$ cat src/rtl/ddte_pkg.sv
package ddte_pkg;

  localparam int MAX_DIGITS = 14;
  localparam int QUEUE_DEPTH = 2;
  localparam logic [7:0] CHAR_ZERO = 8'h30;
  localparam logic [7:0] CHAR_NINE = 8'h39;

  localparam logic [2:0] PREC_NONE   = 3'd0;
  localparam logic [2:0] PREC_YEAR   = 3'd1;
  localparam logic [2:0] PREC_MONTH  = 3'd2;
  localparam logic [2:0] PREC_DAY    = 3'd3;
  localparam logic [2:0] PREC_HOUR   = 3'd4;
  localparam logic [2:0] PREC_MINUTE = 3'd5;
  localparam logic [2:0] PREC_SECOND = 3'd6;

  // one decoded date string, handed from the front to the back
  typedef struct packed {
    logic [13:0] year;
    logic [6:0]  month;
    logic [6:0]  day;
    logic [6:0]  hour;
    logic [6:0]  minute;
    logic [6:0]  second;
    logic [2:0]  prec;
  } job_t;

endpackage

$ cat src/rtl/ddte_front.sv
module ddte_front
  import ddte_pkg::*;
(
  input  logic       clk,
  input  logic       rst,
  input  logic       accept,
  input  logic [7:0] character,
  input  logic       last,
  output logic       job_push,
  output job_t       job
);

  logic [3:0] store [MAX_DIGITS];
  logic [3:0] count;
  logic       is_digit;
  logic       wr;
  logic [3:0] new_digit;
  logic [3:0] n_eff;
  logic [3:0] d [MAX_DIGITS];

  assign is_digit  = (character >= CHAR_ZERO) && (character <= CHAR_NINE);
  assign wr        = accept && is_digit && (count < 4'(MAX_DIGITS));
  assign new_digit = 4'(character - CHAR_ZERO);
  assign n_eff     = count + 4'(wr);

  // the digit taken this cycle counts toward the string it ends
  always_comb begin
    for (int i = 0; i < MAX_DIGITS; i++) begin
      d[i] = (wr && (count == 4'(i))) ? new_digit : store[i];
    end
  end

  always_comb begin
    job.year   = 14'(d[0]) * 14'd1000 + 14'(d[1]) * 14'd100
               + 14'(d[2]) * 14'd10 + 14'(d[3]);
    job.month  = 7'd1;
    job.day    = 7'd1;
    job.hour   = 7'd0;
    job.minute = 7'd0;
    job.second = 7'd0;
    job.prec   = PREC_NONE;
    if (n_eff >= 4'd4) job.prec = PREC_YEAR;
    if (n_eff >= 4'd6) begin
      job.month = 7'(d[4]) * 7'd10 + 7'(d[5]);
      job.prec  = PREC_MONTH;
    end
    if (n_eff >= 4'd8) begin
      job.day  = 7'(d[6]) * 7'd10 + 7'(d[7]);
      job.prec = PREC_DAY;
    end
    if (n_eff >= 4'd10) begin
      job.hour = 7'(d[8]) * 7'd10 + 7'(d[9]);
      job.prec = PREC_HOUR;
    end
    if (n_eff >= 4'd12) begin
      job.minute = 7'(d[10]) * 7'd10 + 7'(d[11]);
      job.prec   = PREC_MINUTE;
    end
    if (n_eff >= 4'd14) begin
      job.second = 7'(d[12]) * 7'd10 + 7'(d[13]);
      job.prec   = PREC_SECOND;
    end
  end

  assign job_push = accept && last;

  always_ff @(posedge clk) begin
    if (rst) begin
      count <= '0;
    end else if (accept) begin
      count <= last ? 4'd0 : n_eff;
    end
  end

  always_ff @(posedge clk) begin
    if (wr) begin
      store[count] <= new_digit;
    end
  end

`ifndef SYNTHESIS
  assert property (@(posedge clk) disable iff (rst) count <= 4'(MAX_DIGITS))
    else $error("digit count beyond limit");
  assert property (@(posedge clk) disable iff (rst) (accept && last) |=> count == 4'd0)
    else $error("digit count not cleared after last item");
  assert property (@(posedge clk) disable iff (rst)
    (accept && !last && !wr) |=> count == $past(count))
    else $error("digit count moved on a skipped item");
`endif

endmodule

$ cat src/rtl/ddte_fifo.sv
module ddte_fifo
  import ddte_pkg::*;
#(
  parameter int DEPTH = QUEUE_DEPTH
) (
  input  logic clk,
  input  logic rst,
  input  logic push,
  input  job_t wdata,
  output logic full,
  input  logic pop,
  output logic empty,
  output job_t rdata
);

  localparam int PW = (DEPTH > 1) ? $clog2(DEPTH) : 1;
  localparam int CW = $clog2(DEPTH + 1);

  job_t mem [DEPTH];
  logic [PW-1:0] wptr;
  logic [PW-1:0] rptr;
  logic [CW-1:0] count;
  logic do_push;
  logic do_pop;

  assign full    = (count == CW'(DEPTH));
  assign empty   = (count == '0);
  assign do_push = push && !full;
  assign do_pop  = pop && !empty;
  assign rdata   = mem[rptr];

  always_ff @(posedge clk) begin
    if (rst) begin
      wptr  <= '0;
      rptr  <= '0;
      count <= '0;
    end else begin
      if (do_push) wptr <= (wptr == PW'(DEPTH - 1)) ? '0 : wptr + 1'b1;
      if (do_pop)  rptr <= (rptr == PW'(DEPTH - 1)) ? '0 : rptr + 1'b1;
      count <= count + CW'(do_push) - CW'(do_pop);
    end
  end

  always_ff @(posedge clk) begin
    if (do_push) mem[wptr] <= wdata;
  end

`ifndef SYNTHESIS
  assert property (@(posedge clk) disable iff (rst) count <= CW'(DEPTH))
    else $error("queue overfilled");
  assert property (@(posedge clk) disable iff (rst)
    (do_push && !do_pop) |=> count == $past(count) + 1'b1)
    else $error("queue count lost a push");
`endif

endmodule

$ cat src/rtl/ddte_back.sv
module ddte_back
  import ddte_pkg::*;
(
  input  logic               clk,
  input  logic               rst,
  input  logic               q_empty,
  input  job_t               q_data,
  output logic               q_pop,
  output logic signed [38:0] epoch_seconds,
  output logic [2:0]         precision,
  output logic               empty,
  input  logic               pop
);

  typedef enum logic [6:0] {
    S_IDLE = 7'b0000001,
    S_PREP = 7'b0000010,
    S_ERA  = 7'b0000100,
    S_YOE  = 7'b0001000,
    S_DOE  = 7'b0010000,
    S_DAYS = 7'b0100000,
    S_OUT  = 7'b1000000
  } state_t;

  state_t state;
  job_t   cur;
  logic   res_valid;

  logic signed [14:0] y;
  logic [6:0]         mp;
  logic [18:0]        tod;
  logic signed [5:0]  era;
  logic [13:0]        t;
  logic [8:0]         yoe;
  logic signed [12:0] doy;
  logic signed [19:0] doe;
  logic signed [23:0] era_m;
  logic signed [40:0] prod;

  logic [28:0]        era_prod;
  logic signed [15:0] e400;
  logic signed [15:0] yoe_full;
  logic [27:0]        t_prod;
  logic [17:0]        yoe365;
  logic [14:0]        yoe41;
  logic [17:0]        doe_pos;
  logic signed [40:0] sum;
  logic               res_free;

  // floor(y/400), floor(t/5), floor(yoe/100) by reciprocal multiply
  assign era_prod = 29'(y[13:0]) * 29'd41944;
  assign e400     = 16'(era) * 16'sd400;
  assign yoe_full = 16'(y) - e400;
  assign t_prod   = 28'(t) * 28'd13108;
  assign yoe365   = 18'(yoe) * 18'd365;
  assign yoe41    = 15'(yoe) * 15'd41;
  assign doe_pos  = yoe365 + 18'(yoe[8:2]) - 18'(yoe41[14:12]);
  assign sum      = prod + $signed(41'(tod));

  assign q_pop    = (state == S_IDLE) && !q_empty;
  assign empty    = !res_valid;
  assign res_free = !res_valid || pop;

  always_ff @(posedge clk) begin
    if (rst) begin
      state     <= S_IDLE;
      res_valid <= 1'b0;
    end else begin
      if (state == S_OUT && res_free) begin
        res_valid <= 1'b1;
      end else if (pop) begin
        res_valid <= 1'b0;
      end
      case (state)
        S_IDLE: if (!q_empty) state <= S_PREP;
        S_PREP: state <= S_ERA;
        S_ERA:  state <= S_YOE;
        S_YOE:  state <= S_DOE;
        S_DOE:  state <= S_DAYS;
        S_DAYS: state <= S_OUT;
        S_OUT: begin
          if (res_free) begin
            state <= S_IDLE;
          end
        end
        default: state <= S_IDLE;
      endcase
    end
  end

  always_ff @(posedge clk) begin
    case (state)
      S_IDLE: if (!q_empty) cur <= q_data;
      S_PREP: begin
        // march-based year: january and february belong to the year before
        y   <= $signed(15'(cur.year)) - ((cur.month <= 7'd2) ? 15'sd1 : 15'sd0);
        mp  <= (cur.month > 7'd2) ? cur.month - 7'd3 : cur.month + 7'd9;
        tod <= 19'(cur.hour) * 19'd3600 + 19'(cur.minute) * 19'd60 + 19'(cur.second);
      end
      S_ERA: begin
        era <= y[14] ? -6'sd1 : $signed({1'b0, era_prod[28:24]});
        t   <= 14'(mp) * 14'd153 + 14'd2;
      end
      S_YOE: begin
        yoe <= yoe_full[8:0];
        doy <= $signed(13'(t_prod[27:16])) + $signed(13'(cur.day)) - 13'sd1;
      end
      S_DOE: begin
        doe   <= $signed(20'(doe_pos)) + 20'(doy);
        era_m <= 24'(era) * 24'sd146097;
      end
      S_OUT: begin
        if (res_free) begin
          epoch_seconds <= (cur.prec == PREC_NONE) ? '0 : sum[38:0];
          precision     <= cur.prec;
        end
      end
      default: ;
    endcase
  end

  // days since the epoch scaled to seconds once days are known
  always_ff @(posedge clk) begin
    if (state == S_DAYS) prod <= 41'(era_m + 24'(doe) - 24'sd719468) * 41'sd86400;
  end

`ifndef SYNTHESIS
  assert property (@(posedge clk) disable iff (rst)
    (res_valid && precision == PREC_NONE) |-> epoch_seconds == '0)
    else $error("no precision but nonzero seconds");
  assert property (@(posedge clk) disable iff (rst)
    (state == S_OUT && !res_free) |=> state == S_OUT)
    else $error("result dropped while output slot busy");
  assert property (@(posedge clk) disable iff (rst) q_pop |=> state == S_PREP)
    else $error("queue popped without starting a conversion");
`endif

endmodule

$ cat src/rtl/digit_datetime_to_epoch_seconds_top.sv
// the item marked last queues a job; back-end states PREP to OUT then set the result
// throughput: one character per cycle while full is low; the sequenced
//   days-from-civil back end takes one job at a time, with a small job queue between
// full rises only when the job queue between front and back is full
// reset (rst, synchronous): clears digit count, queue, sequencer and result flag
module digit_datetime_to_epoch_seconds_top
  import ddte_pkg::*;
#(
  parameter int QDEPTH = QUEUE_DEPTH
) (
  input  logic               clk,
  input  logic               rst,
  input  logic               push,
  output logic               full,
  input  logic [7:0]         character,
  input  logic               last,
  output logic               empty,
  input  logic               pop,
  output logic signed [38:0] epoch_seconds,
  output logic [2:0]         precision
);

  logic accept;
  logic job_push;
  job_t job;
  logic q_pop;
  logic q_empty;
  job_t q_data;

  assign accept = push && !full;

  ddte_front u_front (
    .clk       (clk),
    .rst       (rst),
    .accept    (accept),
    .character (character),
    .last      (last),
    .job_push  (job_push),
    .job       (job)
  );

  ddte_fifo #(
    .DEPTH (QDEPTH)
  ) u_fifo (
    .clk   (clk),
    .rst   (rst),
    .push  (job_push),
    .wdata (job),
    .full  (full),
    .pop   (q_pop),
    .empty (q_empty),
    .rdata (q_data)
  );

  ddte_back u_back (
    .clk           (clk),
    .rst           (rst),
    .q_empty       (q_empty),
    .q_data        (q_data),
    .q_pop         (q_pop),
    .epoch_seconds (epoch_seconds),
    .precision     (precision),
    .empty         (empty),
    .pop           (pop)
  );

endmodule
$ cat config.mk
export PLATFORM = sky130hd
export DESIGN_NAME = digit_datetime_to_epoch_seconds_top
export DESIGN_NICKNAME = d
export VERILOG_FILES = /design/src/rtl/ddte_pkg.sv /design/src/rtl/ddte_front.sv /design/src/rtl/ddte_fifo.sv /design/src/rtl/ddte_back.sv /design/src/rtl/digit_datetime_to_epoch_seconds_top.sv
export SDC_FILE = /design/constraint.sdc
export NUM_CORES = 2
export LEC_CHECK = 0
export BUFFER_PORTS_ARGS = -buffer_cell sky130_fd_sc_hd__buf_4
export CAP_MARGIN = 15
export CORE_MARGIN = 2
export CORE_UTILIZATION = 55
export DETAILED_ROUTE_END_ITERATION = 12
export GPL_TIMING_DRIVEN = 0
export PLACE_DENSITY = 0.74
export SLEW_MARGIN = 20
export SYNTH_ARGS = -nofsm -noshare
export SYNTH_HDL_FRONTEND = slang
export SYNTH_SLANG_ARGS = --single-unit
$ cat constraint.sdc
create_clock -name clk -period 8.1 [get_ports clk]
set_input_delay 0.81 -clock clk [delete_from_list [all_inputs] [get_ports clk]]
set_output_delay 0.81 -clock clk [all_outputs]
set_load 0.02 [all_outputs]
---- Word level (Yosys, flattened, before mapping) ----
Memory sizes are Yosys's and may differ from the RTL's. A register that Yosys moved wholly into a read port is not among the register bits.
Cells that the tools add are included.
operators by class
  reductions and logical operators ........ 34
  equality and inequality tests ........... 23
  magnitude comparators ................... 11
  bitwise operators ....................... 1
  add/subtract/negate cells ............... 29
  muxes and demuxes ....................... 39
  multipliers ............................. 18
operator list
  operator                                                                number
  4-bit 2-to-1 mux                                                        15
  7-bit 2-to-1 mux                                                        7
  7-bit one-hot mux with 7 select lines                                   1
  41-bit by 11-bit multiplier with 32-bit output (second input constant)  1
  41-bit by 21-bit subtractor with 41-bit output (second input constant)  1
  39-bit by 20-bit adder with 39-bit output                               1
  7-bit by 4-bit adder with 7-bit output                                  5
  4-bit by 3-bit multiplier with 6-bit output (second input constant)     5
  14-bit by 12-bit multiplier with 26-bit output (second input constant)  1
  14-bit by 13-bit multiplier with 26-bit output (second input constant)  1
  24-bit by 20-bit adder with 25-bit output                               1
  4-bit equality test (second input constant)                             6
  6-bit by 19-bit multiplier with 24-bit output (second input constant)   1
  1-bit logical AND                                                       23
  19-bit by 13-bit adder with 20-bit output                               1
  19-bit by 13-bit adder with 19-bit output                               1
  19-bit by 7-bit adder with 19-bit output                                1
  18-bit by 7-bit adder with 18-bit output                                1
  9-bit by 9-bit multiplier with 18-bit output (second input constant)    1
  18-bit by 3-bit subtractor with 18-bit output                           1
  4-bit by 3-bit equality test with 1-bit output (second input constant)  4
  4-bit >= comparator (second input constant)                             4
  7-bit by 8-bit multiplier with 15-bit output (second input constant)    1
  9-bit by 6-bit multiplier with 15-bit output (second input constant)    1
  other kinds (52)                                                        70
storage, ports and cells
  logic and storage cells ................. 176
  bits in registers ....................... 217
  memories ................................ 2
  memory bits (writable) .................. 160
  output and inout port bits .............. 44
memories
  memory         depth  bits a word  rd ports  clocked after memory_dff  write ports  line              text
  u_fifo.mem     2      52           1         1                         1            ddte_fifo.sv:19   job_t mem [DEPTH];
  u_front.store  14     4            14        0                         1            ddte_front.sv:13  logic [3:0] store [MAX_DIGITS];

---- Depth between registers and ports, before layout ----
  depth after elaboration ................. 13
  gate-level depth with buffers ........... 41
  gate-level depth less buffers ........... 41

---- Modules after synthesis ----
From an unflattened synthesis, not the netlist that was laid out.
unflattened totals
  cells, all modules ...................... 3563
  area total of the unflattened synthesis .. 39835.7 um^2
by module, submodules not included
  module                               cells an instance  area each (um^2)  instances  sequential area each (um^2)
  ddte_back                            2821               30117.6           1          7757.4
  ddte_front                           552                5719.2            1          1761.7
  ddte_fifo                            189                3985.1            1          3223.1
  digit_datetime_to_epoch_seconds_top  1                  13.8              1          0.0

---- Least setup slack after synthesis ----
Ideal clock, no wire load.
  path type ............................... register to register
  start ................................... register u_back.yoe[1]
  end ..................................... register u_back.doe[18] (data pin)
  setup time .............................. 267 ps
  setup slack ............................. -316 ps
  data arrival time ....................... 8150 ps
  period minus slack after synthesis ...... 8416 ps
  cell stages (with the launch flop) ...... 40
  cells stage by stage .................... edfxtp_1 > ha_1 > fa_1 > ha_1 > ha_1 > nand4_1 > o21bai_1 > a21o_1 > a21o_1 > a21o_1 > a21o_1 > a21oi_1 > nor2b_1 > o21a_1 > or2_2 > ha_1 > inv_1 > fa_1 > [... 4 more ...] > inv_1 > ha_1 > fa_1 > a21o_1 > a21oi_1 > o21bai_1 > a21oi_1 > o21bai_1 > a21oi_1 > o21bai_1 > a2111oi_0 > nor2_1 > xnor2_1 > ha_1 > nor2b_1 > o21a_1 > o41ai_1 > xnor2_1
between the ends
  word-level cells in the longest chain between the ends .. 4
  elaborated cells between the ends (all ways) .. 5
ends and longest elaborated chain
  item                                             line              text
  start: declaration                               ddte_back.sv:34   logic [8:0] yoe;
  start signal: assignment                         ddte_back.sv:105  yoe <= yoe_full[8:0];
  9-bit by 9-bit multiplier with 18-bit output     ddte_back.sv:55   assign yoe365 = 18'(yoe) * 18'd365;
  18-bit by 7-bit adder with 18-bit output         ddte_back.sv:57   assign doe_pos = yoe365 + 18'(yoe[8:2]) - 18'(yoe41[14:12]);
  18-bit by 3-bit subtractor with 18-bit output *  ddte_back.sv:57
  19-bit by 13-bit adder with 20-bit output *      ddte_back.sv:109  doe <= $signed(20'(doe_pos)) + 20'(doy);
  end signal: assignment                           ddte_back.sv:109
  end: declaration                                 ddte_back.sv:36   logic signed [19:0] doe;
Every way passes the cells marked *; elsewhere a longest branch is shown, timed or not.
A chain may end at the register's enable or synchronous reset.

---- Worst setup path in the final report ----
Ends and elaborated chain as after synthesis.

==> out/qor.csv <==
stage;metric;value;unit
yosys;synthesized cell area;39800;um^2
cells_and_area;fin util;0.616;
die;initial core utilization;0.556;
yosys;Seq/Total Area, Yosys;0.320;
run_status;run status;complete, but fails checks;
yosys;largest area contributor in the netlist;edfxtp_1;
min_path;hold depth;0;
sta;Tmin final;8.16;ns
grt;first-pass GRT wire length;122;mm
sta;Worst Max-Slew Pin Slew;0.940;ns
sta;setup violators final;3;
sta;unrepaired setup endpoints after global routing;true;
yosys;asr flop ratio synth;0;
cells_and_area;# diodes;0;
grt;largest net degree at the start of global routing;38;
sta;Slew Limit Fails;0;
drt;Via Count;25000;
placed_design;dpl hpwl;57.4;mm
setup_path;Worst path slowest cell;fa_1;
power;Tot Pwr;10600;uW
setup_path;most used cell, CP;a21o_1;
drt;average wire per standard cell;15.4;um
cells_and_area;Final Non-Filler Cells;4730;
setup_path;Req. time, crit path;8.43;ns
setup_path;RR Startpoint;u_back.yoe[1];
min_path;worst hold path type;register to register;
yosys;#FFs+latches synth;429;
yosys;share of the synthesized area in the top cell type;0.312;
cells_and_area;most frequent cells in the layout;ha_1, inv_1, edfxtp_1;
die;Die Height;273;um
clocking;Inserted Clock Buffers;47;
min_path;Worst Hold Launch;u_back.cur[3];
setup_path;Stages on worst setup path;39;
cells_and_area;share of cells above drive strength 1;0.0976;
job;maxcap violations;0;
power;Cell Pwr Density;242;nW/um^2
yosys;syn nets;4621;
cells_and_area;Layout area overhead;10.7;%
clocking;Skew-Pair Late Insertion Delay;0.63;ns
cells_and_area;finished layout cell area;44000;um^2
clocking;CTS Buffer Depth;3;
run_status;failing checks;negative setup slack;
power;VDD IR-drop max;524;uV
drt;DRT Wirelength;72.7;mm
clocking;CTS tree;yes;
setup_path;Arr. time, crit path;8.49;ns
grt;gr ovfl total;0;
clocking;clock-pin slew on the worst setup and hold paths;0.06;ns
setup_path;CP top delay family;compound AO/OA/AOI/OAI gates;
clocking;total clock sinks;429;
yosys;Yosys warning count;0;
yosys;Unique masters post-synth;71;
yosys;Synth Area per Inst;11.1;um^2
grt;initial antenna violation count;1;
sta;Fmax achieved;123;MHz
die;Core Area;71500;um^2
yosys;synth top area cells;edfxtp_1, ha_1, fa_1, inv_1, xnor2_1;
setup_path;Critical path buffers and inverters;5;
drt;Vias/cell;5.29;
placed_design;dpl cells;4612;
yosys;Syn Inst Count;3596;
drt;post-route ant nets;0;
setup_path;worst-path maximum fanout;4;
drt;DRC;0;
setup_path;Reg2Reg Depth;39;
setup_path;CP peak stage delay;0.52;ns
sta;final hold violations;0;
grt;Total GRT Usage;0.199;
drt;TritonRoute pass-1 iters;5;
clocking;Root Buffer;clkbuf_16;
clocking;# H-tree levels;2;
setup_path;CP Capture Type;register;
cells_and_area;Filler cells;5649;
setup_path;WS Path Type;register to register;
sta;Final period util;1.01;
die;Die ar.;74400;um^2
setup_path;nature of the critical path startpoint;register;
clocking;hold-fix buffer count after cts;0;
die;Die X;273;um
yosys;Post-synth EDFFs;413;
sta;final setup margin;-0.0582;ns
drt;Iteration-0 DRC Markers;1228;
sta;Rel. slew slack;0.369;
sta;Setup Skew;0.0419;ns
cells_and_area;commonest non-fill, non-tap cell in the layout;ha_1;
grt;vias in the first global route;25600;
die;# IOs;57;
setup_path;Worst setup startpoint;u_back.yoe[1];
die;row count;98;
placed_design;Port Buffers;56;
placed_design;dpl cell area;41600;um^2
cells_and_area;Layout Nets;4767;
sta;setup TNS;-0.114;ns
power;Leakage;0.0205;uW
placed_design;gpl congestion;0.850;
yosys;top_reg_cell synth;edfxtp_1;
[stage by stage]
| stage | setup WS (ns) | hold slack (ns) |
|---|---|---|
| 2_1_floorplan | 0.00684 | 0.400 |
| 3_3_place_gp | -0.635 | 0.403 |
| 3_5_place_dp | -0.738 | 0.413 |
| 4_1_cts | -0.0714 | 0.428 |
| 5_1_grt | -0.461 | 0.434 |
| 6_report | -0.0582 | 0.423 |
[synthesized netlist by cell type (all sizes together), types with 5 or more instances]
cell type	count
nand4	14
nand3	38
mux2	72
dfxtp	16
nand2b	21
nand3b	9
o21bai	39
nor3	44
and2	22
edfxtp	413
nor4	12
or3	14
ha	714
a21o	73
fa	298
a311oi	5
nor2	168
xor2	81
o211ai	6
o21a	26
mux2i	16
and3	26
inv	663
a21oi	145
or2	15
nand2	155
or4	5
a31oi	20
nor3b	17
buf	6
nor2b	42
o2111ai	7
a2111oi	8
nand4b	5
xnor2	204
clkbuf	34
a211o	7
a211oi	14
o21ai	76
[path summary, 6_finish.rpt]
kind / endpoint / slack [ns]
max: u_back.doe[18] / -0.06
min: u_back.tod[0] / 0.42
min reg2reg: u_back.tod[0] / 0.42
max reg2reg: u_back.doe[18] / -0.06
[sequential cells by signal, indices dropped and copies added, names as in the netlist, 14 cells and up]
signal and cells:
u_back.doe 20, u_back.y 15, u_back.prod 32, u_back.tod 19, u_back.t 14, u_fifo.mem 104
u_back.cur 52, u_back.epoch_seconds 39, u_front.store 56, u_back.era_m 24
[repair_timing]
item                       4_1_cts  5_1_grt
buffers inserted                21       12
resized for setup               29       71
setup endpoints to repair       11       15
pin swaps                       41       60
[report_power, final]
part           switching (uW)  internal, uW
clock                     954          1220
combinational            2820          2490
sequential                160          3000
total                    3940          6710
[layout make-up]
class                      instances  area, um^2  area share
clock buffer                      58        1250      0.0283
buffer                            38         146     0.00333
inverter                         663        2490      0.0566
clock inverter                    29         333     0.00756
tap                              950        1190      0.0270
timing repair buffer              99         858      0.0195
multi-input combinational       2464       25000       0.569
sequential                       429       12700       0.289
[layer usage]
metal  wire length, um  global-route usage  share of wire
met5                 0                   0              0
met4              1740              0.0529          0.024
met3              1910              0.0243          0.026
met2             36700               0.356           0.50
met1             32400               0.254           0.45
[logic make-up (layout without fill, tap and decap cells)]
kind of cell | count (synthesis) | in the layout | synth area share
buf+inv | 703 | 887 | 0.0665
mux | 88 | 88 | 0.0245
flops | 429 | 429 | 0.320
compound gates | 460 | 460 | 0.0747
xor+xnor | 285 | 285 | 0.0628
simple gates | 619 | 619 | 0.0767
fa+ha+maj | 1012 | 1012 | 0.375
No activity file was read; power rests on OpenSTA's default activity.
